--- src/rtl/core/dht_pkg.sv ---
// Package for the double-hash string table: transaction structs, result
// codes, hash seeds and the controller/datapath command and status structs.
// No dependencies.
package dht_pkg;

  typedef struct packed {
    logic               action;
    logic [7:0]         name_byte;
    logic               name_last;
    logic signed [31:0] height_value;
    logic signed [31:0] weight_value;
  } in_item_t;

  typedef struct packed {
    logic [2:0]         status;
    logic [11:0]        slot_index;
    logic signed [31:0] found_height;
    logic signed [31:0] found_weight;
  } out_item_t;

  localparam logic [2:0] ST_INSERTED  = 3'd0;
  localparam logic [2:0] ST_FOUND     = 3'd1;
  localparam logic [2:0] ST_NOT_FOUND = 3'd2;
  localparam logic [2:0] ST_FULL      = 3'd3;
  localparam logic [2:0] ST_TOO_LONG  = 3'd4;

  localparam logic ACT_INSERT = 1'b0;
  localparam logic ACT_SEARCH = 1'b1;

  localparam logic [31:0] STEP_SEED = 32'd17;
  localparam logic [31:0] BASE_SEED = 32'd5381;

  typedef enum logic [2:0] {
    S_CLEAR = 3'b001,
    S_IDLE  = 3'b010,
    S_PROBE = 3'b100
  } state_t;

  typedef struct packed {
    logic take;       // accept one name byte
    logic start;      // last byte taken, begin probing
    logic reject;     // last byte taken, name too long
    logic issue;      // probe state: keep issuing slot reads
    logic clr_write;  // clear sweep: zero one slot
  } cmd_t;

  typedef struct packed {
    logic clr_last;
    logic over;       // next byte would overflow the name buffer
    logic finish;     // probe resolved this cycle
    logic out_busy;   // result register still holds a transaction
  } sts_t;

endpackage

--- src/rtl/core/dht_ctrl.sv ---
// Controller for the double-hash string table: clear sweep, byte intake,
// probe sequencing. Depends on dht_pkg.
module dht_ctrl (
  input  logic          clk,
  input  logic          rst_n,
  input  logic          in_valid,
  input  logic          in_last,
  output logic          in_stall,
  input  dht_pkg::sts_t sts,
  output dht_pkg::cmd_t cmd
);

  dht_pkg::state_t state_r, state_nxt;

  always_comb begin
    in_stall      = (state_r != dht_pkg::S_IDLE) || (sts.out_busy && in_last);
    cmd.take      = in_valid && !in_stall;
    cmd.start     = cmd.take && in_last && !sts.over;
    cmd.reject    = cmd.take && in_last && sts.over;
    cmd.issue     = (state_r == dht_pkg::S_PROBE);
    cmd.clr_write = (state_r == dht_pkg::S_CLEAR);
    state_nxt     = state_r;
    unique case (state_r)
      dht_pkg::S_CLEAR: if (sts.clr_last) state_nxt = dht_pkg::S_IDLE;
      dht_pkg::S_IDLE:  if (cmd.start) state_nxt = dht_pkg::S_PROBE;
      dht_pkg::S_PROBE: if (sts.finish) state_nxt = dht_pkg::S_IDLE;
      default:          state_nxt = dht_pkg::S_CLEAR;
    endcase
  end

  always_ff @(posedge clk) begin
    if (!rst_n) begin
      state_r <= dht_pkg::S_CLEAR;
    end else begin
      state_r <= state_nxt;
    end
  end

endmodule

--- config.mk ---
export PLATFORM = sky130hd
export DESIGN_NAME = dht_ctrl
export DESIGN_NICKNAME = d
export VERILOG_FILES = /design/src/rtl/core/dht_pkg.sv /design/src/rtl/core/dht_ctrl.sv
export SDC_FILE = /design/constraint.sdc
export NUM_CORES = 1
export LEC_CHECK = 0
export ABC_AREA = 1
export BUFFER_PORTS_ARGS = -buffer_cell sky130_fd_sc_hd__clkbuf_2
export CORE_AREA = 2 2 39 41
export CTS_CLUSTER_SIZE = 20
export DETAILED_ROUTE_END_ITERATION = 8
export DIE_AREA = 0 0 41 43
export GPL_TIMING_DRIVEN = 0
export PLACE_DENSITY = 0.49
export SYNTH_ARGS = -nofsm -noshare
export SYNTH_HDL_FRONTEND = slang
export SYNTH_SLANG_ARGS = --single-unit
--- constraint.sdc ---
create_clock -name clk -period 1 [get_ports clk]
set_input_delay 0.1 -clock clk [delete_from_list [all_inputs] [get_ports clk]]
set_output_delay 0.1 -clock clk [all_outputs]
set_load 0.05 [all_outputs]
======== Word level (Yosys, flattened, before mapping) ========
Index checks and enable logic that the tools add are counted.
storage, ports and cells
  input port bits ......................... 8
  bits in registers ....................... 3
  logic and storage cells ................. 21
  output and inout bits ................... 6
operators by class
  eq/ne operators ......................... 7
  muxes and demuxes ....................... 4
  reduce and logical (&&, ||, !) cells .... 9
operator list
  kind                  count
  $mux W3               3
  $pmux W3 S3           1
  $ne A2 B2 Y1 const B  3
  $logic_and A1 B1 Y1   5
  $eq A3 B1 Y1 const B  1
  $eq A3 B2 Y1 const B  1
  $eq A3 B3 Y1 const B  1
  $ne A3 B2 Y1 const B  1
  $reduce_and A3 Y1     1
  $logic_not A1 Y1      2
  $logic_or A1 B1 Y1    1

======== Depth between registers and ports, before layout ========
  depth in word-level cells ............... 8
  depth in mapped cells ................... 8
  depth with buffers taken out ............ 8

======== Least setup slack after synthesis ========
Ideal clock, no wire load.
  path kind ............................... register to output
  start point ............................. reg state_r[2]
  end point ............................... out cmd[2] (netlist name)
  arrival time ............................ 1.905 ns
  stages on the path, launching flop included .. 6
  slack ................................... -1.005 ns
  data required time ...................... 0.900 ns
  path buffers ............................ 0
  path through ............................ dfxtp_1 -> inv_1 -> nand3_1 -> inv_1 -> o21ai_1 -> nor4_2
RTL lines
  item                    RTL line        RTL
  start, declared         dht_ctrl.sv:13  dht_pkg::state_t state_r, state_nxt;
  start signal, assigned  dht_ctrl.sv:33  state_r <= dht_pkg::S_CLEAR;
  start signal, assigned  dht_ctrl.sv:35  state_r <= state_nxt;
  end, declared           dht_ctrl.sv:10  output dht_pkg::cmd_t cmd

==> results.json <==
{
  "rsz0062_at_grt": "yes",
  "synth_top_area_share_pct": 26.8,
  "grt_pass1_wl_um": 1020,
  "largest_reg_flops": 3,
  "fin_crit_sh_pct": 132,
  "multi_input_area_um2": 165,
  "setup_slack_ns": -0.317,
  "r2r-start": "state_r[0]",
  "dp_slack_ns": -0.314,
  "tightest_slew_ns": 0.229,
  "top_layer": "met4",
  "async_flop_share_pct": 0,
  "met3_length_um": 46,
  "die_y_um": 43,
  "dr.pass1.iters": 4,
  "grt_pass1_vias": 282,
  "finalCriticalPeriod_ns": 1.32,
  "synth.yosys.seq_area_share_pct": 26.8,
  "regMostFlops": "state_r",
  "cp_slowest_cell": "dfxtp_2",
  "port_buffers": 13,
  "synthTopCellsByArea": "dfxtp_1 27%, inv_1 17%, nor4_2 11%, inv_2 6.7%, nand2_1 5.0%",
  "cp.buffers_inverters": 3,
  "finClkSkew_ns": 0.000902,
  "final.setup.tns_ns": -1.58,
  "antenna_cells": 0,
  "initial_core_util_pct": 16.2,
  "insertion_delay_ns": 0.23,
  "r2r_slack_ns": -0.19,
  "ant_nets": 0,
  "maxCapViolations": 0,
  "synth-seq-cells": 3,
  "required_ns": 0.90,
  "synth-edff-count": 0,
  "p_leak_uw": 0.000250,
  "wl_per_cell_um": 8.51,
  "ys.flop_type": "dfxtp_1",
  "hold_depth": 2,
  "critPathCaptureType": "primary output",
  "fp-row-count": 14,
  "min-delay-start": "rst_n",
  "root_buffer": "clkbuf_4",
  "cpPeakStageDelay_ns": 0.31,
  "slew_headroom_pct": 84.6,
  "grt_overflow_total": 0,
  "worstPathCellList": "inv_2 > nand3_4 > inv_4 > o21ai_4 > nor4_4 > buf_8",
  "synth_area_per_cell_um2": 6.59,
  "crit_fanout": 3,
  "hold_path_class": "in2reg",
  "place.gp.congestion": 0.658,
  "netlist_area_um2": 224,
  "numCtsBuffers": 3,
  "final_area_um2": 529,
  "register_area_um2": 63.8,
  "cp-start-kind": "flip-flop",
  "met1_length_um": 238,
  "syn-num-nets": 42,
  "placed_cell_area_um2": 344,
  "slew_violations": 0,
  "final_nets": 66,
  "power-per-cell-area_nw_per_um2": 1280,
  "fmax_ghz": 0.759,
  "timing.rr.end": "state_r[1]",
  "path_delay_family": "buffers and inverters",
  "grt_max_degree": 4,
  "arrival_ns": 1.22,
  "netlist_instances": 34,
  "h-tree-depth": 1,
  "drive_above_1_share_pct": 73.7,
  "reg_top3": "state_r (3)",
  "die-area_um2": 1760,
  "synthDistinctLibCells": 15,
  "setup_viol": 9,
  "reg2regPathDepth": 8,
  "fin_util_pct": 38.2,
  "ys_warn_count": 0,
  "clk_pin_slew_ns": 0.04,
  "vias_per_cell": 4.03,
  "dp.final_hpwl_um": 432,
  "cts_buffer_depth": 2,
  "antenna_found_initial": 0,
  "hold_viol_final": 0,
  "vias": 294,
  "critPathKind": "reg2out",
  "layout.filler_cells": 139,
  "synth_common_cells": "10 x inv_1, 4 x inv_2, 3 x dfxtp_1, 3 x nand2_1",
  "tritoncts": "done",
  "drt-total-wl_um": 621,
  "clock-sinks": 3,
  "syn_to_final_growth_pct": 136,
  "outcome": "finished, violations left",
  "wl_met2_um": 332,
  "drc_errors": 0,
  "vdd_drop_max_v": 0.000725,
  "drt_iter0_markers": 5,
  "violations": "negative setup slack",
  "yosysMostFrequentCell": "inv_1",
  "worstHoldEndpoint": "state_r[0]",
  "fp.coreArea_um2": 1380,
  "track_usage_pct": 8.33,
  "ios": 14,
  "synth_largest_area_cell": "dfxtp_1",
  "dieWidth_um": 41
}
## kinds of logic (layout without fill, tap and decap cells)
group	count (synthesis)	after routing	share of synthesized area, %
compound gates	5	5	15.6
buf+inv	14	37	23.5
flops	3	3	26.8
simple gates	12	12	34.1
## what timing repair did
action | CTS | global route
hold buffers | 0 | 0
setup buffers | 5 | 3
hold endpoints to repair | 0 | 0
pin swaps | 3 | 6
resized for setup | 19 | 7
endpoints found under the setup margin | 7 | 8
## how the worst max path moves through the flow
| stage | cells past startpoint | from | endpoint | slack, ns |
|---|---|---|---|---|
| finish | 6 | state_r[0] | cmd[2] | -0.32 |
| CTS | 6 | state_r[0] | cmd[3] | -0.33 |
| global route | 6 | state_r[0] | cmd[2] | -0.39 |
| floorplan | 5 | state_r[0] | cmd[2] | -0.47 |
| detailed placement | 6 | state_r[0] | cmd[2] | -0.31 |
| global placement | 6 | state_r[0] | cmd[2] | -0.32 |
## per-layer routing
layer | GRT usage, % | vias up
met2 | 13.1 | 13
met4 | 6.00 | 0
met1 | 9.65 | 129
li1 | - | 150
met3 | 1.05 | 2
met5 | 0 | -
## cells in the final DEF (no fill, tap or decap), drive strengths merged
| master | count |
|---|---|
| or2 | 1 |
| o21ai | 1 |
| inv | 13 |
| clkbuf | 14 |
| nor4 | 2 |
| dfxtp | 3 |
| nand2 | 4 |
| clkinvlp | 1 |
| buf | 9 |
| o211ai | 1 |
| nand3 | 3 |
| a41oi | 1 |
| nor2 | 2 |
| a21oi | 2 |
## where the power goes
group / switching, uW / internal, uW / total (uW)
clock: 64.0 / 150 / 214
sequential: 14.8 / 141 / 156
combinational: 186 / 123 / 310
total: 265 / 414 / 679
## stage by stage
stage | power, uW | hold WS, ns | instances
final | 679 | 0.0873 | 73
after global placement | 381 | 0.327 | 63
after detailed placement | 380 | 0.318 | 63
after CTS | 663 | 0.0788 | 71
after global routing | 717 | 0.0917 | 73
after floorplan | 334 | 0.199 | 34
## area by class of cell
class / count / area share, %
inverter: 14 / 11.6
timing repair buffer: 19 / 36.4
tap: 16 / 3.78
sequential: 3 / 12.1
multi-input combinational: 17 / 31.2
clock buffer: 4 / 4.96
Power figures use the tool's default switching activity.
